===== src/rtl/core/pswpa_pkg.sv =====
package pswpa_pkg;

  localparam int WINDOW_LEN = 25;
  localparam int SAMPLE_W   = 16;
  localparam int TOTAL_W    = $clog2(WINDOW_LEN * 65535 + 1);
  localparam int POS_W      = (WINDOW_LEN > 1) ? $clog2(WINDOW_LEN) : 1;
  localparam int CFG_IDX_W  = 3;
  localparam int FRAC_BITS  = 12;
  localparam int CLR_SCALE  = 100;

  localparam logic REQ_CAPTURE = 1'b0;
  localparam logic REQ_CONTROL = 1'b1;

  localparam logic [15:0] GAIN_P_RST      = 16'd4096;
  localparam logic [15:0] GAIN_I_RST      = 16'd410;
  localparam logic [15:0] GAIN_D_RST      = 16'd0;
  localparam logic [15:0] DRIVE_FLOOR_RST = 16'd1280;
  localparam logic [15:0] DRIVE_CEIL_RST  = 16'd1720;
  localparam logic [15:0] ERR_LIMIT_RST   = 16'd1000;

  typedef enum logic [CFG_IDX_W-1:0] {
    REG_GAIN_P      = 3'd0,
    REG_GAIN_I      = 3'd1,
    REG_GAIN_D      = 3'd2,
    REG_DRIVE_FLOOR = 3'd3,
    REG_DRIVE_CEIL  = 3'd4,
    REG_ERR_LIMIT   = 3'd5
  } cfg_reg_t;

  typedef struct packed {
    logic        req_type;
    logic [15:0] edge_time;
    logic        pin_high;
    logic [15:0] target;
    logic [15:0] measured;
  } req_t;

  typedef struct packed {
    logic [15:0] drive_value;
    logic [15:0] averaged_width;
    logic [15:0] last_interval;
    logic        integral_cleared;
  } rsp_t;

  typedef struct packed {
    logic signed [16:0] err;
    logic signed [31:0] integ;
    logic signed [17:0] deriv;
    logic               cleared;
  } ctrl_t;

  typedef struct packed {
    logic        is_ctrl;
    ctrl_t       ctrl;
    logic [15:0] avg;
    logic [15:0] interval;
  } front_t;

  typedef struct packed {
    logic signed [15:0] gain_p;
    logic signed [15:0] gain_i;
    logic signed [15:0] gain_d;
    logic [15:0]        drive_floor;
    logic [15:0]        drive_ceiling;
  } pid_cfg_t;

endpackage


===== src/rtl/core/pswpa_pid.sv =====
module pswpa_pid (
  input  logic                clk,
  input  logic                rst,
  input  logic                load,
  input  pswpa_pkg::front_t   front,
  input  pswpa_pkg::pid_cfg_t cfg,
  input  logic                emit,
  output pswpa_pkg::rsp_t     result
);
  import pswpa_pkg::*;

  localparam int SUM_W = 50;
  localparam int Q_W   = SUM_W - FRAC_BITS;
  localparam logic [SUM_W-1:0] ROUND_BIAS = (SUM_W'(1) << FRAC_BITS) - SUM_W'(1);

  logic               s2_ctrl;
  logic               s2_cleared;
  logic [15:0]        s2_avg;
  logic [15:0]        s2_interval;
  logic signed [32:0] prod_p;
  logic signed [47:0] prod_i;
  logic signed [33:0] prod_d;
  logic [15:0]        drive_reg;

  logic signed [SUM_W-1:0] sum;
  logic [SUM_W-1:0]        sum_adj;
  logic signed [Q_W-1:0]   q;
  logic [15:0]             drive_new;

  always_ff @(posedge clk) begin
    if (load) begin
      s2_ctrl     <= front.is_ctrl;
      s2_cleared  <= front.ctrl.cleared;
      s2_avg      <= front.avg;
      s2_interval <= front.interval;
      prod_p      <= $signed(front.ctrl.err) * $signed(cfg.gain_p);
      prod_i      <= $signed(front.ctrl.integ) * $signed(cfg.gain_i);
      prod_d      <= $signed(front.ctrl.deriv) * $signed(cfg.gain_d);
    end
  end

  // divide by 2^FRAC_BITS, truncating toward zero
  assign sum     = SUM_W'(prod_p) + SUM_W'(prod_i) + SUM_W'(prod_d);
  assign sum_adj = sum + (sum[SUM_W-1] ? ROUND_BIAS : '0);
  assign q       = sum_adj[SUM_W-1:FRAC_BITS];

  always_comb begin
    if (q < $signed({{(Q_W-16){1'b0}}, cfg.drive_floor})) begin
      drive_new = cfg.drive_floor;
    end else if (q > $signed({{(Q_W-16){1'b0}}, cfg.drive_ceiling})) begin
      drive_new = cfg.drive_ceiling;
    end else begin
      drive_new = q[15:0];
    end
  end

  always_ff @(posedge clk) begin
    if (rst) begin
      drive_reg <= '0;
    end else if (emit && s2_ctrl) begin
      drive_reg <= drive_new;
    end
  end

  assign result.drive_value      = s2_ctrl ? drive_new : drive_reg;
  assign result.averaged_width   = s2_avg;
  assign result.last_interval    = s2_interval;
  assign result.integral_cleared = s2_ctrl & s2_cleared;

endmodule


===== config.mk =====
export PLATFORM = sky130hd
export DESIGN_NAME = pswpa_pid
export DESIGN_NICKNAME = d
export VERILOG_FILES = /design/src/rtl/core/pswpa_pkg.sv /design/src/rtl/core/pswpa_pid.sv
export SDC_FILE = /design/constraint.sdc
export NUM_CORES = 2
export LEC_CHECK = 0
export BUFFER_PORTS_ARGS = -buffer_cell sky130_fd_sc_hd__buf_2
export CAP_MARGIN = 20
export CORE_MARGIN = 8
export CORE_UTILIZATION = 42
export CTS_CLUSTER_DIAMETER = 50
export DETAILED_ROUTE_END_ITERATION = 7
export HOLD_SLACK_MARGIN = 0.06
export SYNTH_ARGS = -nofsm -noshare
export SYNTH_HDL_FRONTEND = slang
export SYNTH_SLANG_ARGS = --single-unit

===== constraint.sdc =====
create_clock -name clk -period 12.8 [get_ports clk]
set_input_delay 0.64 -clock clk [delete_from_list [all_inputs] [get_ports clk]]
set_output_delay 0.64 -clock clk [all_outputs]
set_load 0.1 [all_outputs]

== Word level (Yosys, flattened, before mapping) ==
Index checks and enable logic that the tools add are counted.
Cells by class
  $add $sub $neg: 3
  multipliers: 3
  magnitude comparators: 2
  multiplexer cells: 4
  bitwise logic cells: 1
  reductions and logical operators: 1
Operators with widths (number)
  49-bit by 34-bit adder with 50-bit output: 1
  50-bit by 12-bit adder with 50-bit output: 1
  33-bit by 48-bit adder with 49-bit output: 1
  32-bit by 16-bit multiplier with 48-bit output: 1
  16-bit two-way mux: 3
  38-bit by 17-bit > comparator with 1-bit output: 1
  38-bit by 17-bit < comparator with 1-bit output: 1
  18-bit by 16-bit multiplier with 34-bit output: 1
  17-bit by 16-bit multiplier with 33-bit output: 1
  12-bit two-way mux: 1
  1-bit AND: 1
  1-bit logical AND: 1
Storage, ports and cells
  register bits after elaboration: 165

== Depth between registers and ports, before layout ==
  depth after elaboration: 8
  gate-level depth with buffers: 38
  gate-level depth less buffers: 35

== Worst setup path after synthesis ==
Ideal clock, no wire load.
  path type: reg2out
  start point: register prod_p[32]
  end point: output port result[33] in the netlist's numbering
  arrival: 9.639 ns
  path slack: 2.521 ns
  cell stages (with the launch flop): 35
  path buffers: 2
  cells stage by stage: edfxtp_1 -> fa_1 -> ha_1 -> clkbuf_1 -> nand4_1 -> or4_1 -> or3_1 -> o32ai_1 -> or3_1 -> inv_1 -> ha_1 -> a211oi_1 -> nand2_1 -> a31oi_1 -> o21ai_0 -> a2111oi_0 -> nor4_1 -> nand4b_4 -> nor2_1 -> xor2_1 -> ha_1 -> a21oi_1 -> nor2b_1 -> o21ai_0 -> nand2b_1 -> a21oi_1 -> o221ai_1 -> a21o_1 -> a21oi_1 -> nor2_1 -> inv_1 -> a31o_1 -> buf_6 -> mux2_2 -> o21ai_0
RTL lines
  start, declared: line pswpa_pid.sv:20  | logic signed [32:0] prod_p;
  start signal, assigned: line pswpa_pid.sv:36  | prod_p <= $signed(front.ctrl.err) * $signed(cfg.gain_p);
  end, declared: line pswpa_pid.sv:8  | output pswpa_pkg::rsp_t result

==> flow_summary_export.csv <==
group,metric,value,unit
detailed_routing,dr.pass1.iters,7,
floorplan,start_util,0.424,
clock_tree,root_buffer,"clkbuf_16",
synth,synth_most_common_cell,"inv_1",
timing,clock_skew,0.0235,ns
detailed_routing,num_vias,35042,
synth,synth_top_area_share,0.448,
floorplan,dieWidth,358,um
timing,tns,0,ns
min_path,min_path_cells,1,
detailed_routing,drc_errors,0,
cells_and_area,largest_register_ffs,48,
timing,hold_viol,0,
timing,setup_viol,0,
critical_path,cp-end-kind,"output port",
global_route,antenna_found_initial,6,
global_route,grt_pass1_vias,38149,
synth,ys_seq_area_frac,0.0974,
floorplan,dieHeight,358,um
critical_path,worst-endpoint-arrival,10.01,ns
synth,synthesis.instances,5219,
place,dp_cells,6781,
detailed_routing,wl,123,mm
cells_and_area,reg_top3,"prod_i (48), prod_d (34), prod_p (33)",
outcome,status,"complete, no violations",
cells_and_area,fin_nets,6932,
min_path,hp-start,"front[28]",
critical_path,regToRegSetupSlack,3.21,ns
clock_tree,ctsHtreeMaxLevel,4,
cells_and_area,syn2layout_area_growth,5.81,%
synth,synth.distinct_cells,87,
clock_tree,post_cts_buffers,0,
place,gp_congestion,0.868,
synth,synth_area_leaders,"fa_1 (45%), ha_1 (9.4%), edfxtp_1 (9.1%), inv_1 (8.8%), nand2_1 (5.6%)",
timing,max_freq,0.0939,GHz
clock_tree,cts_hold_buf,0,
detailed_routing,ant_nets,0,
cells_and_area,finish.utilization,0.448,
floorplan,core-area,116000,um^2
critical_path,cpPeakStageDelay,0.90,ns
timing,worstMarginPinSlew,0.999,ns
synth,ys_warn_count,0,
global_route,grt_use_total,0.199,
floorplan,pin_count,234,
synth,synth_edf_count,149,
min_path,holdCritPathClass,"in2reg",
critical_path,crit_type,"reg2out",
timing,fin_crit_sh,0.832,
synth,ys_ff_latch,165,
synth,avgSynthCellArea,9.43,um^2
synth,synth_nets,6874,
clock_tree,clk-insertion-delay-late,0.45,ns
cells_and_area,nFillCells,11347,
synth,syn_area,49200,um^2
floorplan,rows,125,
detailed_routing,drt-initial-drc-count,1904,
timing,slew_headroom,0.334,
place,dp_hpwl,101,mm
clock_tree,numCtsBuffers,17,
timing,fin_ws,2.15,ns
synth,yosys.area.top_type,"fa_1",
cells_and_area,top_register,"prod_i",
timing,grt_setup_unrepaired,"no",
clock_tree,path_clk_slew,0.07,ns
clock_tree,cts.path.max_buffers,2,
global_route,grt-ovfl-total,0,
flow_run,drv_cap,0,
synth,ys_top_cells_by_count,"inv_1 (1160), fa_1 (1101), nand2_1 (738), and2_1 (383), ha_1 (369)",
detailed_routing,avgViaCountPerCell,5.14,
cells_and_area,layout-drive-gt1-share,0.0603,
place,dp_slack,2.37,ns
timing,drv_slew,0,
critical_path,r2r_start,"prod_d[33]",
critical_path,worstPathRequired,12.16,ns
floorplan,dieArea,128000,um^2
cells_and_area,layoutNonFillerInstCount,6816,
synth,ys.flop_type,"edfxtp_1",
critical_path,critPathSlowestCell,"edfxtp_1",
synth,synthArstFlopShare,0,
detailed_routing,avgRoutedWirePerCell,18.1,um
clock_tree,ctsResizeCount,0,
global_route,grt_max_degree,77,
critical_path,worst_r2r_endpoint,"drive_reg[15]",
place,io_buffers,233,
clock_tree,cts_sinks,165,
clock_tree,cts_tree,"yes",
critical_path,critPathMaxFanout,16,
critical_path,start_kind,"flip-flop",
global_route,grt_first_pass_wirelength,204,mm
timing,layout_min_cycle_time,10.65,ns
min_path,holdPathEnd,"s2_avg[12]",
critical_path,rr_worst_depth,27,
worst max-delay path by stage:
stage,startpoint,to,cells past startpoint
after detailed placement,prod_d[33],result[33],33
after global routing,prod_d[33],result[42],32
final,prod_d[33],result[33],32
after global placement,prod_d[33],result[42],33
after floorplan,prod_p[32],result[33],34
after CTS,prod_d[33],result[33],33
through the flow:
stage               instance area [um^2]  hold slack, ns
detailed placement                 51500           0.438
floorplan                          49200           0.425
global placement                   51500           0.435
global route                       52100           0.347
CTS                                52100           0.342
finish                             52100           0.370
cells in the final DEF (no fill, tap or decap), drive strengths merged, types with 31 or more instances in the layout:
cell type	count
nand2	738
a21oi	126
nand3	42
nor2	107
a31oi	34
and2	383
a21o	74
nand4	31
ha	369
nor2b	33
nand2b	82
buf	239
xor2	43
inv	1163
fa	1101
nor3	41
xnor2	134
edfxtp	149
o21ai	85
worst max-delay path, delay by kind of cell, from the launching register on:
family / cells / cell delay, ns
adders and majority gates: 4 / 1.69
and+or+nand+nor: 13 / 3.45
xor gates and xnor gates: 1 / 0.33
muxes: 1 / 0.43
DFF: 1 / 0.90
buffers and inverters: 4 / 0.83
AOI/OAI and AO/OA: 9 / 1.87
cells by family (layout without fill, tap and decap cells):
group           after synthesis  after routing  synth area share
buf+inv                    1361           1431             0.105
other cells                   0              3                 0
xor+xnor                    177            177            0.0315
mux                          20             20           0.00412
simple gates               1546           1546             0.154
flops                       165            165            0.0974
compound gates              480            480            0.0664
fa+ha+maj                  1470           1470             0.542
final cells by class:
| type | count | area (um^2) | share of cell area |
|---|---|---|---|
| sequential | 165 | 4790 | 0.0921 |
| antenna | 3 | 7.51 | 0.000144 |
| timing repair buffer | 240 | 1220 | 0.0235 |
| clock buffer | 17 | 425 | 0.00817 |
| inverter | 1160 | 4350 | 0.0836 |
| tap | 1524 | 1910 | 0.0366 |
| multi-input combinational | 3693 | 39300 | 0.754 |
| clock inverter | 14 | 106 | 0.00204 |
metal layers:
layer	GRT usage	up-vias	wire length [um]
met4	0.0388	0	2280
li1	-	16001	-
met5	0	-	0
met2	0.352	833	62000
met1	0.268	18072	53500
met3	0.0172	136	5550
Power is left out: the tool's default activity adds up to more than one toggle a clock period on the data nets, which glitch-free logic cannot reach.
