<file path="config.mk">
export PLATFORM = sky130hd
export DESIGN_NAME = pswpa_window
export DESIGN_NICKNAME = d
export VERILOG_FILES = /design/src/rtl/core/pswpa_pkg.sv /design/src/rtl/core/pswpa_window.sv
export SDC_FILE = /design/constraint.sdc
export NUM_CORES = 1
export LEC_CHECK = 0
export BUFFER_PORTS_ARGS = -buffer_cell sky130_fd_sc_hd__buf_4
export CORE_AREA = 2 2 217 219
export CTS_CLUSTER_DIAMETER = 150
export DETAILED_ROUTE_END_ITERATION = 8
export DIE_AREA = 0 0 219 221
export GPL_TIMING_DRIVEN = 0
export PLACE_DENSITY = 0.78
export SYNTH_ARGS = -nofsm -noshare
export SYNTH_HDL_FRONTEND = slang
export SYNTH_SLANG_ARGS = --single-unit
</file>
<file path="constraint.sdc">
create_clock -name clk -period 18.55 [get_ports clk]
set_input_delay 2.7825 -clock clk [delete_from_list [all_inputs] [get_ports clk]]
set_output_delay 2.7825 -clock clk [all_outputs]
set_load 0.01 [all_outputs]
</file>
<file path="src/rtl/core/pswpa_pkg.sv">
package pswpa_pkg;

  localparam int WINDOW_LEN = 25;
  localparam int SAMPLE_W   = 16;
  localparam int TOTAL_W    = $clog2(WINDOW_LEN * 65535 + 1);
  localparam int POS_W      = (WINDOW_LEN > 1) ? $clog2(WINDOW_LEN) : 1;
  localparam int CFG_IDX_W  = 3;
  localparam int FRAC_BITS  = 12;
  localparam int CLR_SCALE  = 100;

  localparam logic REQ_CAPTURE = 1'b0;
  localparam logic REQ_CONTROL = 1'b1;

  localparam logic [15:0] GAIN_P_RST      = 16'd4096;
  localparam logic [15:0] GAIN_I_RST      = 16'd410;
  localparam logic [15:0] GAIN_D_RST      = 16'd0;
  localparam logic [15:0] DRIVE_FLOOR_RST = 16'd1280;
  localparam logic [15:0] DRIVE_CEIL_RST  = 16'd1720;
  localparam logic [15:0] ERR_LIMIT_RST   = 16'd1000;

  typedef enum logic [CFG_IDX_W-1:0] {
    REG_GAIN_P      = 3'd0,
    REG_GAIN_I      = 3'd1,
    REG_GAIN_D      = 3'd2,
    REG_DRIVE_FLOOR = 3'd3,
    REG_DRIVE_CEIL  = 3'd4,
    REG_ERR_LIMIT   = 3'd5
  } cfg_reg_t;

  typedef struct packed {
    logic        req_type;
    logic [15:0] edge_time;
    logic        pin_high;
    logic [15:0] target;
    logic [15:0] measured;
  } req_t;

  typedef struct packed {
    logic [15:0] drive_value;
    logic [15:0] averaged_width;
    logic [15:0] last_interval;
    logic        integral_cleared;
  } rsp_t;

  typedef struct packed {
    logic signed [16:0] err;
    logic signed [31:0] integ;
    logic signed [17:0] deriv;
    logic               cleared;
  } ctrl_t;

  typedef struct packed {
    logic        is_ctrl;
    ctrl_t       ctrl;
    logic [15:0] avg;
    logic [15:0] interval;
  } front_t;

  typedef struct packed {
    logic signed [15:0] gain_p;
    logic signed [15:0] gain_i;
    logic signed [15:0] gain_d;
    logic [15:0]        drive_floor;
    logic [15:0]        drive_ceiling;
  } pid_cfg_t;

endpackage

</file>
<file path="src/rtl/core/pswpa_window.sv">
module pswpa_window (
  input  logic        clk,
  input  logic        rst,
  input  logic        capture,
  input  logic [15:0] edge_time,
  input  logic        pin_high,
  output logic [15:0] interval,
  output logic [15:0] average,
  output logic [15:0] after_interval,
  output logic [15:0] after_average
);
  import pswpa_pkg::*;

  localparam logic [POS_W-1:0] LAST_POS = POS_W'(WINDOW_LEN - 1);
  localparam int RECIP_SHIFT = TOTAL_W + $clog2(WINDOW_LEN);
  localparam int RECIP_W     = TOTAL_W + 1;
  localparam logic [RECIP_W-1:0] RECIP =
    RECIP_W'(((64'd1 << RECIP_SHIFT) + WINDOW_LEN - 1) / WINDOW_LEN);

  logic [15:0]                 prev_edge;
  logic [15:0]                 store [WINDOW_LEN];
  logic [WINDOW_LEN-1:0]       filled;
  logic [POS_W-1:0]            pos;
  logic [TOTAL_W-1:0]          total;
  logic [15:0]                 oldest;
  logic [TOTAL_W-1:0]          total_next;
  logic [TOTAL_W+RECIP_W-1:0]  quot_prod;
  logic [15:0]                 avg_next;

  // exact floor(total / WINDOW_LEN) over the whole total range
  assign after_interval = edge_time - prev_edge;
  assign oldest         = filled[pos] ? store[pos] : '0;
  assign total_next     = total - TOTAL_W'(oldest) + TOTAL_W'(after_interval);
  assign quot_prod      = (TOTAL_W+RECIP_W)'(total_next) * (TOTAL_W+RECIP_W)'(RECIP);
  assign avg_next       = quot_prod[RECIP_SHIFT +: 16];
  assign after_average  = pin_high ? avg_next : average;

  always_ff @(posedge clk) begin
    if (rst) begin
      prev_edge <= '0;
      interval  <= '0;
      filled    <= '0;
      pos       <= '0;
      total     <= '0;
      average   <= '0;
    end else if (capture) begin
      prev_edge <= edge_time;
      interval  <= after_interval;
      if (pin_high) begin
        filled[pos] <= 1'b1;
        pos         <= (pos == LAST_POS) ? '0 : pos + 1'b1;
        total       <= total_next;
        average     <= avg_next;
      end
    end
  end

  always_ff @(posedge clk) begin
    if (capture && pin_high) begin
      store[pos] <= after_interval;
    end
  end

endmodule

</file>
# == Word-level counts from Yosys, hierarchy flattened ==
# Memory sizes are Yosys's and may differ from the RTL's. A register that Yosys moved wholly into a read port is not among the register bits.
# Index checks and enable logic that the tools add are counted.
# word_totals
memories,1
ramBits,400
romBits,0
latch_bits,0
wordCells,30
ff_bits,99
output_inout_bits,64
# mem_list
memory,words,width,read_ports,rd_clocked_by_memory_dff,wr,line_no,source
store,25,16,1,1,1,pswpa_window.sv:21,logic [15:0] store [WINDOW_LEN];
# classes
eq_ne,1
n_div,0
n_mul,1
n_shift,0
n_lt_le_gt_ge,2
addsub,4
mux,11
bitwise_logic,1
reduce_logical,3
# op_table
op,n
multiplier 21 x 22 -> 42 bit (second input constant),1
2-to-1 mux 16 bit,2
bitwise OR 25 bit,1
adder 21 x 16 -> 21 bit,1
subtractor 21 x 16 -> 21 bit,1
subtractor 16 bit,1
2-to-1 mux 5 bit,3
< comparator 5 x 6 -> 1 bit (second input constant),1
adder 5 x 1 -> 5 bit (second input constant),1
binary-select mux 1 bit (select 5 bit),1
demux 1 bit (select 5 bit),1
== test 5 bit (second input constant),1
>= comparator 5 x 1 -> 1 bit (second input constant),1
2-to-1 mux 1 bit,4
logical AND 1 bit,2
AND reduction 2 bit,1

# == Logic depth before layout (Yosys ltp) ==
# depth
ltp_word,7
depth_mapped,50
mapped_depth_nobuf,50

# == Worst setup path after synthesis ==
# OpenSTA, ideal clock, no wires.
# synth_timing
kind,in2out
from,in edge_time[0]
to,out after_average[15]
path_slack_ns,1.771
arrival_time_ns,13.996
cell_stages,46
cell_sequence,inv_1 -> ha_1 -> fa_1 -> nor2b_1 -> o21ai_0 -> a21boi_0 -> o21ai_0 -> a21boi_0 -> o21ai_0 -> nor2b_1 -> xnor2_1 -> inv_1 -> fa_1 -> inv_1 -> ha_1 -> o21ai_0 -> nor2_1 -> or2_1 -> [10 not listed] -> ha_1 -> fa_1 -> fa_1 -> fa_1 -> inv_1 -> fa_1 -> inv_1 -> ha_1 -> ha_1 -> and4_1 -> a22o_1 -> o2111ai_1 -> a211oi_1 -> nor3_1 -> a21oi_1 -> xnor2_1 -> xnor3_1 -> a21oi_1
# synth_between
elab_chain_len,4
# synth_lines
item,line_no,source
from (decl),pswpa_window.sv:5,"input logic [15:0] edge_time,"
subtractor 16 bit,pswpa_window.sv:31,assign after_interval = edge_time - prev_edge;
net after_interval[8],pswpa_window.sv:9,"output logic [15:0] after_interval,"
adder 21 x 16 -> 21 bit,pswpa_window.sv:33,assign total_next = total - TOTAL_W'(oldest) + TOTAL_W'(after_interval);
net total_next[19],pswpa_window.sv:26,logic [TOTAL_W-1:0] total_next;
multiplier 21 x 22 -> 42 bit,pswpa_window.sv:34,assign quot_prod = (TOTAL_W+RECIP_W)'(total_next) * (TOTAL_W+RECIP_W)'(RECIP);
2-to-1 mux 16 bit,--,
to (decl),pswpa_window.sv:10,output logic [15:0] after_average
# The timed path passes the listed nets, and every way through them passes these cells.

# == Worst setup path after layout ==
# layout_timing
from,in edge_time[0]
to,out after_average[15]
# layout_between
elab_chain_len,4
# layout_lines
item,line_no
subtractor 16 bit,pswpa_window.sv:31
adder 21 x 16 -> 21 bit,pswpa_window.sv:33
net total_next[14],pswpa_window.sv:26
multiplier 21 x 22 -> 42 bit,pswpa_window.sv:34
2-to-1 mux 16 bit,--
# The timed path passes the listed nets, and every way through them passes these cells.

==> impl_metrics.prom <==
# TYPE chip_impl_metric gauge
chip_impl_metric{name="synth.cell_area",unit="sq um"} 28800
chip_impl_info{name="synthFlopType",value="edfxtp_1"} 1
chip_impl_info{name="worst_path_max_delay_cell",value="xor2_1"} 1
chip_impl_metric{name="yosysSeqAreaShare",unit="%"} 49.0
chip_impl_info{name="critical_path.most_common_cell",value="fa_1"} 1
chip_impl_metric{name="drive_gt1_share",unit="%"} 15.9
chip_impl_metric{name="critical_path_arrival",unit="ns"} 15.15
chip_impl_metric{name="grt_remaining_overflow",unit=""} 0
chip_impl_metric{name="final_core_util",unit="%"} 71.0
chip_impl_info{name="layout_commonest_cell",value="edfxtp_1"} 1
chip_impl_metric{name="period_share",unit="%"} 96.6
chip_impl_metric{name="die-area",unit="sq um"} 48400
chip_impl_metric{name="vias_in_the_first_global_route",unit=""} 18900
chip_impl_metric{name="synth_edf_count",unit=""} 400
chip_impl_metric{name="period_needed",unit="ns"} 17.93
chip_impl_metric{name="syn_to_final_growth",unit="%"} 13.6
chip_impl_info{name="final_cell_mix",value="edfxtp_1, inv_1, ha_1"} 1
chip_impl_metric{name="die_width",unit="microns"} 219
chip_impl_metric{name="antenna_found_initial",unit=""} 1
chip_impl_metric{name="setup_viol",unit=""} 0
chip_impl_metric{name="drt_iter0_markers",unit=""} 1857
chip_impl_metric{name="worst_slew_pin_slew",unit="ns"} 1.36
chip_impl_metric{name="drc_errors",unit=""} 0
chip_impl_metric{name="synth.yosys.warnings",unit=""} 0
chip_impl_metric{name="syn_nets",unit=""} 2607
chip_impl_metric{name="pin_count",unit=""} 84
chip_impl_metric{name="cap_violations",unit=""} 0
chip_impl_metric{name="dpl.hpwl",unit="microns"} 52200
chip_impl_info{name="startpoint_type",value="input port"} 1
chip_impl_metric{name="finalNetCount",unit=""} 2778
chip_impl_metric{name="start_util",unit="%"} 62.4
chip_impl_info{name="cp_capture_type",value="output port"} 1
chip_impl_metric{name="rows",unit=""} 79
chip_impl_metric{name="final.setup_skew",unit="ns"} 0.0290
chip_impl_metric{name="firstDrtPassIters",unit=""} 6
chip_impl_metric{name="worstSkewPairLatency",unit="ns"} 0.59
chip_impl_metric{name="insertedDiodeCount",unit=""} 0
chip_impl_info{name="tritoncts",value="built"} 1
chip_impl_metric{name="vias_per_instance",unit=""} 6.05
chip_impl_metric{name="syn-instance-count",unit=""} 2177
chip_impl_info{name="leading_post_synthesis_cells_by_cell_area",value="edfxtp_1, fa_1, ha_1"} 1
chip_impl_metric{name="cts_buffers",unit=""} 48
chip_impl_metric{name="routedWlPerCell",unit="microns"} 23.8
chip_impl_metric{name="syn-mean-instance-area",unit="sq um"} 13.2
chip_impl_metric{name="finalHoldViolations",unit=""} 0
chip_impl_metric{name="cts_max_path_buffers",unit=""} 3
chip_impl_metric{name="postSynth.asyncResetShare",unit="%"} 0
chip_impl_metric{name="routed_wirelength",unit="microns"} 71300
chip_impl_metric{name="global_route_total_usage_across_every_layer",unit="%"} 30.2
chip_impl_info{name="ctsRootBufferMaster",value="clkbuf_16"} 1
chip_impl_info{name="netlist.top_cell.by_area",value="edfxtp_1"} 1
chip_impl_metric{name="buffer_ports.inserted",unit=""} 81
chip_impl_metric{name="grt_start_max_net_pins",unit=""} 28
chip_impl_metric{name="yosys_register_bits",unit=""} 504
chip_impl_info{name="outcome",value="finished, final reports clean"} 1
chip_impl_metric{name="fmax",unit="MHz"} 55.8
chip_impl_metric{name="synth_cell_types",unit=""} 58
chip_impl_metric{name="detail-route-antenna-nets",unit=""} 0
chip_impl_metric{name="num_vias",unit=""} 18100
chip_impl_metric{name="cts_hold_buf",unit=""} 0
chip_impl_metric{name="final-max-slew-violation-count",unit=""} 0
chip_impl_metric{name="critPathMaxStageDelay",unit="ns"} 0.93
chip_impl_metric{name="grt_pass1_wl",unit="microns"} 109000
chip_impl_metric{name="clkTransAtPathRegs",unit="ns"} 0.07
chip_impl_metric{name="floorplan.die.height",unit="microns"} 221
chip_impl_metric{name="maxSlewHeadroom",unit="%"} 8.76
chip_impl_metric{name="tritoncts_num_sinks",unit=""} 504
chip_impl_metric{name="netlist.area_leader.share",unit="%"} 41.8
chip_impl_info{name="worstSetupPathType",value="in2out"} 1
chip_impl_metric{name="critPathRequiredTime",unit="ns"} 15.77
chip_impl_info{name="timing.hold.worst.class",value="reg2reg"} 1
chip_impl_metric{name="finalWeightedCongestion",unit=""} 0.972
chip_impl_metric{name="critical_path_fanout_max",unit=""} 15
chip_impl_metric{name="htree_levels",unit=""} 2
chip_impl_metric{name="placeable_core_region",unit="sq um"} 46100
-- synth_stat cells (4+ instances only) --
cell type  number
edfxtp_1      400
inv_1         336
ha_1          246
nor2_1        177
fa_1          164
nand2_1       107
dfxtp_1       104
mux4_2        102
a21oi_1        88
mux2i_1        63
clkbuf_1       55
o21ai_0        42
a211oi_1       40
xnor2_1        31
nor2b_1        29
xor2_1         21
buf_1          15
a21o_1         14
mux2_2         14
nor3_1         12
o21a_1         11
nand3_1        10
and2_1          8
or2_2           8
nand2b_1        7
nand4_1         6
o21bai_1        5
or3_1           5
a211o_1         4
and3_1          4
o2111ai_1       4
o211ai_1        4
o21ai_1         4
-- critical path: cells and delay by family --
kind | cells | cell delay, ns
adders and majority gates | 11 | 4.69
AOI/OAI and AO/OA | 14 | 2.99
and+or+nand+nor | 9 | 2.11
xor gates and xnor gates | 4 | 1.77
buffers and inverters | 8 | 0.77
-- state kept, by name, indices dropped and copies added, names as in the netlist, named ones only --
| signal | count |
|---|---|
| average | 16 |
| filled | 25 |
| interval | 16 |
| pos | 5 |
| prev_edge | 16 |
| store | 400 |
| total | 21 |
-- final timing paths --
check / start / to / slack [ns] / cells past startpoint
hold / removal: total[9] / total[9] / 0.46 / 2
hold reg to reg: total[9] / total[9] / 0.46 / 2
setup / recovery: edge_time[0] / after_average[15] / 0.62 / 46
setup reg to reg: register / average[15] / 4.73 / 38
-- cell type report --
class	instances	area [sq um]
Fill cell	3048	13400
Multi-Input combinational cell	1266	13300
Buffer	70	263
Clock inverter	37	480
Tap cell	607	759
Sequential cell	504	14100
Inverter	337	1260
Clock buffer	53	1220
Timing Repair Buffer	121	1270
-- layer usage --
layer | vias up | part of all wire [%] | wire, microns | GRT usage, %
met1 | 9117 | 39 | 27600 | 39.9
met4 | 2 | 4.2 | 2980 | 11.9
met3 | 191 | 7.4 | 5300 | 4.22
met5 | - | 0.013 | 9 | 0
li1 | 7964 | - | - | -
met2 | 840 | 50 | 35400 | 50.9
-- kinds of logic after synthesis --
| kind of cell | share of synthesized area [%] |
|---|---|
| compound gates | 5.32 |
| buf+inv | 5.31 |
| xor+xnor | 1.72 |
| fa+ha+maj | 22.1 |
| flops | 49.0 |
| simple gates | 5.80 |
| mux | 10.7 |
-- through the flow --
step / worst slack, ns / instances / TNS (ns) / hold WS [ns] / instance area [sq um]
after floorplan: 1.77 / 2177 / 0 / 0.435 / 28800
after global placement: -1.04 / 2865 / -6.84 / 0.443 / 30100
after detailed placement: 0.100 / 2903 / 0 / 0.447 / 30900
after CTS: 0.0179 / 2993 / 0 / 0.456 / 32600
after global routing: -0.0151 / 2995 / -0.0151 / 0.484 / 32700
final: 0.622 / 2995 / 0 / 0.456 / 32700
-- timing repair --
item / CTS / global route
buffers inserted: 0 / 2
setup endpoints to repair: 0 / 10
resized for setup: 0 / 7
Power is left out: the tool's default activity adds up to more than one toggle a clock period on the data nets, which glitch-free logic cannot reach.
