==> config.mk <==
export PLATFORM = sky130hd
export DESIGN_NAME = pswpa_ctrl
export DESIGN_NICKNAME = d
export VERILOG_FILES = /design/src/rtl/core/pswpa_pkg.sv /design/src/rtl/core/pswpa_ctrl.sv
export SDC_FILE = /design/constraint.sdc
export NUM_CORES = 1
export LEC_CHECK = 0
export ABC_CLOCK_PERIOD_IN_PS = 11100
export BUFFER_PORTS_ARGS = -buffer_cell sky130_fd_sc_hd__buf_2
export CORE_UTILIZATION = 55
export CTS_BUF_LIST = sky130_fd_sc_hd__clkbuf_2
export CTS_CLUSTER_SIZE = 40
export DETAILED_ROUTE_END_ITERATION = 7
export PLACE_DENSITY = 0.88
export REMOVE_ABC_BUFFERS = 1
export SLEW_MARGIN = 5
export SYNTH_ARGS = -nofsm -noshare
export SYNTH_HDL_FRONTEND = slang
export SYNTH_SLANG_ARGS = --single-unit
==> constraint.sdc <==
create_clock -name clk -period 11.1 [get_ports clk]
set_input_delay 2.22 -clock clk [delete_from_list [all_inputs] [get_ports clk]]
set_output_delay 2.22 -clock clk [all_outputs]
set_load 0.1 [all_outputs]
==> src/rtl/core/pswpa_pkg.sv <==
package pswpa_pkg;

  localparam int WINDOW_LEN = 25;
  localparam int SAMPLE_W   = 16;
  localparam int TOTAL_W    = $clog2(WINDOW_LEN * 65535 + 1);
  localparam int POS_W      = (WINDOW_LEN > 1) ? $clog2(WINDOW_LEN) : 1;
  localparam int CFG_IDX_W  = 3;
  localparam int FRAC_BITS  = 12;
  localparam int CLR_SCALE  = 100;

  localparam logic REQ_CAPTURE = 1'b0;
  localparam logic REQ_CONTROL = 1'b1;

  localparam logic [15:0] GAIN_P_RST      = 16'd4096;
  localparam logic [15:0] GAIN_I_RST      = 16'd410;
  localparam logic [15:0] GAIN_D_RST      = 16'd0;
  localparam logic [15:0] DRIVE_FLOOR_RST = 16'd1280;
  localparam logic [15:0] DRIVE_CEIL_RST  = 16'd1720;
  localparam logic [15:0] ERR_LIMIT_RST   = 16'd1000;

  typedef enum logic [CFG_IDX_W-1:0] {
    REG_GAIN_P      = 3'd0,
    REG_GAIN_I      = 3'd1,
    REG_GAIN_D      = 3'd2,
    REG_DRIVE_FLOOR = 3'd3,
    REG_DRIVE_CEIL  = 3'd4,
    REG_ERR_LIMIT   = 3'd5
  } cfg_reg_t;

  typedef struct packed {
    logic        req_type;
    logic [15:0] edge_time;
    logic        pin_high;
    logic [15:0] target;
    logic [15:0] measured;
  } req_t;

  typedef struct packed {
    logic [15:0] drive_value;
    logic [15:0] averaged_width;
    logic [15:0] last_interval;
    logic        integral_cleared;
  } rsp_t;

  typedef struct packed {
    logic signed [16:0] err;
    logic signed [31:0] integ;
    logic signed [17:0] deriv;
    logic               cleared;
  } ctrl_t;

  typedef struct packed {
    logic        is_ctrl;
    ctrl_t       ctrl;
    logic [15:0] avg;
    logic [15:0] interval;
  } front_t;

  typedef struct packed {
    logic signed [15:0] gain_p;
    logic signed [15:0] gain_i;
    logic signed [15:0] gain_d;
    logic [15:0]        drive_floor;
    logic [15:0]        drive_ceiling;
  } pid_cfg_t;

endpackage

==> src/rtl/core/pswpa_ctrl.sv <==
module pswpa_ctrl (
  input  logic                clk,
  input  logic                rst,
  input  logic                step,
  input  logic [15:0]         target,
  input  logic [15:0]         measured,
  input  logic [15:0]         interval,
  input  logic [15:0]         average,
  input  logic [15:0]         err_limit,
  output pswpa_pkg::ctrl_t    result
);
  import pswpa_pkg::*;

  localparam int SCALED_W = $clog2(CLR_SCALE * 65535 + 1);
  localparam logic signed [31:0] INTEG_MAX = 32'sh7FFF_FFFF;
  localparam logic signed [31:0] INTEG_MIN = 32'sh8000_0000;

  logic signed [31:0]   integral;
  logic signed [16:0]   prev_err;
  logic signed [16:0]   err;
  logic [32:0]          integ_sum;
  logic signed [31:0]   integ_sat;
  logic [31:0]          scaled_target;
  logic [SCALED_W-1:0]  scaled_avg;
  logic                 ratio_clear;
  logic                 over_limit;
  logic                 clear;

  assign err       = $signed({1'b0, target}) - $signed({1'b0, measured});
  assign integ_sum = {integral[31], integral} + {{16{err[16]}}, err};

  always_comb begin
    if (integ_sum[32] != integ_sum[31]) begin
      integ_sat = integ_sum[32] ? INTEG_MIN : INTEG_MAX;
    end else begin
      integ_sat = integ_sum[31:0];
    end
  end

  assign scaled_target = 32'(target) * 32'(interval);
  assign scaled_avg    = SCALED_W'(average) * SCALED_W'(CLR_SCALE);
  assign ratio_clear   = (interval == '0) ? (average != '0)
                                          : (32'(scaled_avg) >= scaled_target);
  assign over_limit    = err > $signed({1'b0, err_limit});
  assign clear         = ratio_clear || (err == '0) || over_limit;

  assign result.err     = err;
  assign result.integ   = clear ? '0 : integ_sat;
  assign result.deriv   = {err[16], err} - {prev_err[16], prev_err};
  assign result.cleared = clear;

  always_ff @(posedge clk) begin
    if (rst) begin
      integral <= '0;
      prev_err <= '0;
    end else if (step) begin
      integral <= result.integ;
      prev_err <= err;
    end
  end

endmodule

---- After elaboration in Yosys (flattened, before gate mapping) ----
Index checks and enable logic that the tools add are counted.
cells by class
  add/sub/neg operators ................... 3
  multiply operators ...................... 2
  order comparisons ....................... 2
  equality and inequality tests ........... 1
  multiplexer cells ....................... 4
  reduce and logical (&&, ||, !) cells .... 5
operator list
  operator                 number
  $mux W32                 3
  $add A32 B17 Y33         1
  $ge A23 B32 Y1           1
  $mul A16 B16 Y32         1
  $mul A16 B5 Y21 const B  1
  $sub A17 B17 Y18         1
  $gt A17 B17 Y1           1
  $logic_not A17 Y1        1
  $sub A16 B16 Y17         1
  $logic_not A16 Y1        1
  $reduce_bool A16 Y1      1
  $logic_or A1 B1 Y1       2
  $mux W1                  1
  $ne A1 B1 Y1             1
storage, ports and cells
  bits in registers ....................... 49
  output and inout bits ................... 68

---- Depth between registers and ports, before layout ----
Gate-level depths: netlist (run 1).
  word-level depth ........................ 6
  depth in mapped cells ................... 35
  depth with buffers taken out ............ 33

---- Least setup slack after synthesis (run 1) ----
Ideal clock, no wire load.
  kind .................................... input-to-output
  start point ............................. in interval[9]
  end point ............................... out result[46] (netlist bit)
  arrival ................................. 10.466 ns
  required time ........................... 8.880 ns
  path slack .............................. -1.586 ns
  stages on the path ...................... 31
  buffers on the path ..................... 3
  cell sequence ........................... clkbuf_1 clkbuf_1 nand2_1 fa_1 inv_1 fa_1 inv_1 fa_1 inv_1 fa_1 fa_1 inv_1 fa_1 inv_1 ha_1 and2_1 a2111oi_0 a21oi_1 a21oi_1 xor2_1 ha_1 or3_1 a221oi_1 a2111oi_0 nand3_1 a31oi_1 nand4_1 or4_1 o211ai_2 buf_2 a21oi_1
RTL lines
  element          RTL line          text
  start, declared  pswpa_ctrl.sv:7   input logic [15:0] interval,
  end, declared    pswpa_ctrl.sv:10  output pswpa_pkg::ctrl_t result

==> results of run 1 <==
cells by family (layout without fill, tap and decap cells):
kind of cell	after synthesis	after routing	share of synthesized area, %
AO/OA/AOI/OAI	387	387	15.4
buffers and inverters	450	713	10.3
AND/OR/NAND/NOR	593	593	17.5
XOR/XNOR	88	88	4.66
flip-flops	49	49	5.93
adder cells (fa/ha/maj)	474	474	45.3
multiplexers	15	15	0.916
cell usage in the layout, fill, tap and decap left out, types with 49 or more instances in the layout:
master / Yosys / routed
a21o_1: 62 / 62
a21oi_1: 104 / 94
and2_1: 133 / 118
buf_2: 13 / 98
buf_4: 1 / 164
dfxtp_1: 49 / 49
fa_1: 208 / 200
ha_1: 266 / 250
inv_1: 385 / 368
nand2_1: 217 / 212
nor2_1: 99 / 89
xnor2_1: 49 / 49
sequential cells by signal (all words and copies together), names as in the netlist:
name	cells
integral	32
prev_err	17
layout make-up:
cell class	count	area (µm²)	share of cell area, %
clock buffers	5	25.0	0.126
clock inverters	3	21.3	0.107
inverters	385	1450	7.28
multi-input cells	1557	14300	72.1
flip-flops and latches	49	981	4.94
well taps	390	488	2.46
repair buffers	320	2570	13.0
worst paths after layout:
kind | from | endpoint | slack [ns] | cells after the start
worst min-delay path | integral[27]$_SDFFE_PP0P_ | integral[27]$_SDFFE_PP0P_ | 0.47 | 2
worst max-delay path | target[6] | result[21] | -0.69 | 33
worst max register to register | integral[0]$_SDFFE_PP0P_ | integral[23]$_SDFFE_PP0P_ | 6.85 | 18
worst min register to register | integral[27]$_SDFFE_PP0P_ | integral[27]$_SDFFE_PP0P_ | 0.47 | 2
what timing repair did:
action,CTS,global route
gates resized for setup,211,33
buffers inserted,16,4
pin swaps,86,8
endpoints found under the setup margin,33,33
gates cloned,3,1
per-stage QoR:
step           setup slack [ns]  hold slack, ns
2_1_floorplan             -2.15           0.429
3_3_place_gp              -1.11           0.437
3_5_place_dp              -1.28           0.442
4_1_cts                  -0.562           0.470
5_1_grt                   -1.06           0.487
6_report                 -0.687           0.469
critical path: cells and delay by family:
family | cells | cell delay (ns)
AND/OR/NAND/NOR | 9 | 1.67
XOR/XNOR | 1 | 0.06
buffers and inverters | 10 | 0.93
AO/OA/AOI/OAI | 5 | 0.94
adder cells (fa/ha/maj) | 8 | 3.70
per-layer routing:
metal / track usage (%) / wire, µm / vias up
met3: 6.13 / 3870 / 189
met4: 12.9 / 2160 / 12
met5: 0 / 64 / -
met1: 36.6 / 18300 / 7588
met2: 56.3 / 24100 / 676
li1: - / - / 7243
==> reports/results.tsv, run 1 <==
metric	value	unit
grt.total_usage	31.5	%
fin_skew	0.0273	ns
async_flop_share	0	%
finalCriticalPeriod	11.79	ns
maxCapViolCount	0	
violations	negative setup slack	
synth.area.top_cells	fa_1 (25%), ha_1 (20%), inv_1 (8.7%), dfxtp_1 (5.9%), and2_1 (5.0%)	
critPathCaptureType	output port	
synth_cell_types	71	
status	finished with violations	
synth_edf_count	0	
root_buffer	clkbuf_2	
crit_required	8.88	ns
clkTransAtPathRegs	0.28	ns
avgSynthCellArea	8.04	µm²
cts_buffers	5	
cts_num_sinks	49	
via_count	15700	
cpPeakStageDelay	0.55	ns
final-hold-violation-count	0	
timing.setup.tns	-21.37	ns
critical-path-slowest-cell	fa_2	
dr.first_iter.drc_count	1150	
fp-row-count	63	
synthCells	2056	
place_hpwl	38.9	mm
die_area	30800	µm²
fin_ws	-0.687	ns
worst_slew_pin_slew	1.03	ns
overflow	0	
fill_cells	2181	
cts.path.max_buffers	2	
die_y	175	µm
drc	0	
synth.most_common_cell	inv_1	
layout-area-overhead-vs-synth	20.1	%
grt_pass1_vias	16300	
postLayoutCellArea	19900	µm²
die_w	175	µm
yosysTopAreaCellShare	25.2	%
instances_no_fill	2709	
diodes	0	
drtPass1Iterations	6	
slew_headroom	30.4	%
drive_above_1_share	19.1	%
io-pin-count	151	
dpl-instance-area	18700	µm²
yosysSeqAreaShare	5.93	%
syn_area	16500	µm²
crit_arrival	9.57	ns
gp_congestion	0.935	
io_buffers	150	
postCtsHoldBufs	0	
drt_wl_total	48.5	mm
period_share	106	%
max_freq	84.8	MHz
synth_area_leader_cell	fa_1	
synth-seq-cells	49	
dp.cells	2679	
synth_common_cells	inv_1 (385), ha_1 (266), nand2_1 (217)	
wire_per_inst	17.9	µm
vias_per_cell	5.80	
cts_max_level	2	
cp_max_fo	6	
rsz0062_at_grt	true	
cts_tree	yes	
clkLatencyLatePin	0.50	ns
yosys_warnings	0	
drv_slew	0	
synthFlopType	dfxtp_1	
final_util	67.0	%
cp-start-kind	input port	
critical_path_class	in -> out	
initial_core_util	55.8	%
finalSetupViolCount	33	
core	29600	µm²
grt_max_degree	51	
grt_pass1_wl	78.4	mm
min_path_type	reg -> reg	
postRouteAntennaNets	0	
layout.nets	2875	
cp_common_cell	fa_1	
antenna_found_initial	6	
Power of run 1 is not shown: default switching activity piles up to over one toggle a cycle in this logic, so the estimate is an artifact.
==> inputs of run 2 (changes only) <==
CORE_MARGIN = 3   (was unset)
SLEW_MARGIN = unset   (was 5)
==> run 2 against run 1 <==
The run still ends with negative setup slack left. Clock skew fell by 0.0071 ns. Register-to-register slack got worse by 0.53 ns. Fmax fell by 0.50%. Clock-buffer cell count did not move. First-iteration DRC count fell by 4.6%. Wire length rose by 5.1%. Critical path depth did not move. Via count rose by 0.69%. Critical endpoint is now result[34].
==> reports/results.tsv, run 2 (synthesized netlist as in run 1, its figures left out) <==
metric	value	unit
drv_slew	0	
drtPass1Iterations	5	
largest_reg_flops	32	
crit_required	8.88	ns
fp-row-count	62	
place_hpwl	40.1	mm
status	finished with violations	
initial_core_util	56.7	%
antenna_found_initial	5	
fin_ws	-0.747	ns
cp_max_fo	8	
dr.first_iter.drc_count	1097	
worst_slew_pin_slew	1.01	ns
clkLatencyLatePin	0.47	ns
die_y	179	µm
slew_headroom	32.1	%
grt_pass1_wl	80.0	mm
cp_common_cell	fa_1	
layout_common_cells	inv_1 (376), ha_1 (250), nand2_1 (212), fa_1 (201), buf_4 (178)	
postCtsHoldBufs	0	
postRouteAntennaNets	0	
final-hold-violation-count	0	
dpl-instance-area	18800	µm²
rsz0062_at_grt	true	
pre_cts_ws	-1.44	ns
final_util	70.2	%
vias_per_cell	5.79	
grt_max_degree	51	
fin_skew	0.0201	ns
r2r_cells	21	
cts.path.max_buffers	2	
gp_congestion	0.939	
drive_above_1_share	20.1	%
layout.nets	2900	
wire_per_inst	18.7	µm
period_share	107	%
grt.total_usage	30.8	%
io-pin-count	151	
finalSetupViolCount	33	
final_common_cell	inv_1	
min_path_type	reg -> reg	
grt_pass1_vias	16400	
drt_wl_total	51.0	mm
die_w	179	µm
clkTransAtPathRegs	0.27	ns
cts_num_sinks	49	
layout-area-overhead-vs-synth	23.9	%
cts_tree	yes	
reg.largest.list	integral: 32 flops, prev_err: 17 flops	
cts_buffers	5	
cpPeakStageDelay	0.57	ns
drc	0	
overflow	0	
cp-start-kind	input port	
critical-path-slowest-cell	fa_1	
critPathCaptureType	output port	
max_freq	84.4	MHz
finalCriticalPeriod	11.85	ns
die_area	32200	µm²
core	29200	µm²
root_buffer	clkbuf_2	
maxCapViolCount	0	
via_count	15800	
largest_register	integral	
violations	negative setup slack	
postLayoutCellArea	20500	µm²
cts_max_level	2	
crit_arrival	9.63	ns
holdPathStages	2	
io_buffers	150	
critical_path_class	in -> out	
run 2: cell types whose count changed in the layout (fill, tap and decap cells not counted), sizes merged:
cell and delta:
diode +4, buf +23, inv -1, bufinv +1, clkbuf +2
run 2: per-layer routing:
layer  track usage [%]  share of wire (%)  vias to the layer above  wire length (µm)
li1                  -                  -                     7307                 -
met1              36.9                 38                     7698             19500
met2              55.0                 50                      622             25600
met3              5.60                7.1                      181              3640
met4              11.9                4.3                        8              2200
met5                 0               0.11                        -                57
run 2: cell type report:
type | instances | area, µm²
fillers | 2099 | 8690
multi-input cells | 1557 | 14500
inverters | 385 | 1450
diodes | 4 | 10.0
repair buffers | 345 | 2950
well taps | 384 | 480
clock buffers | 5 | 25.0
flip-flops and latches | 49 | 981
clock inverters | 3 | 41.3
run 2: timing repair:
item / 4_1_cts / 5_1_grt
pin swaps: 70 / 36
gates resized for setup: 200 / 106
buffers inserted: 18 / 10
setup endpoints to repair: 33 / 33
gates cloned: 4 / 0
run 2: worst paths after layout:
path | start | endpoint | slack [ns]
hold / removal | integral[16]$_SDFFE_PP0P_ | integral[16]$_SDFFE_PP0P_ | 0.47
setup / recovery | target[9] | result[34] | -0.75
hold reg to reg | integral[16]$_SDFFE_PP0P_ | integral[16]$_SDFFE_PP0P_ | 0.47
setup reg to reg | integral[0]$_SDFFE_PP0P_ | integral[14]$_SDFFE_PP0P_ | 6.32
run 2: worst max-delay path, delay by kind of cell:
| family | cells | cell delay (ns) |
|---|---|---|
| adders and majority gates | 8 | 3.62 |
| AOI/OAI and AO/OA | 7 | 1.31 |
| and+or+nand+nor | 7 | 1.23 |
| buffers and inverters | 10 | 1.11 |
| xor gates and xnor gates | 1 | 0.11 |
run 2: per-stage QoR:
stage	hold slack, ns	setup TNS (ns)	instances
floorplan	0.429	-62.81	1991
global placement	0.437	-37.70	2689
detailed placement	0.442	-46.47	2689
CTS	0.470	-23.36	2719
global route	0.490	-31.04	2728
finish	0.470	-22.26	2732
Power of run 2 is left out for the same reason.
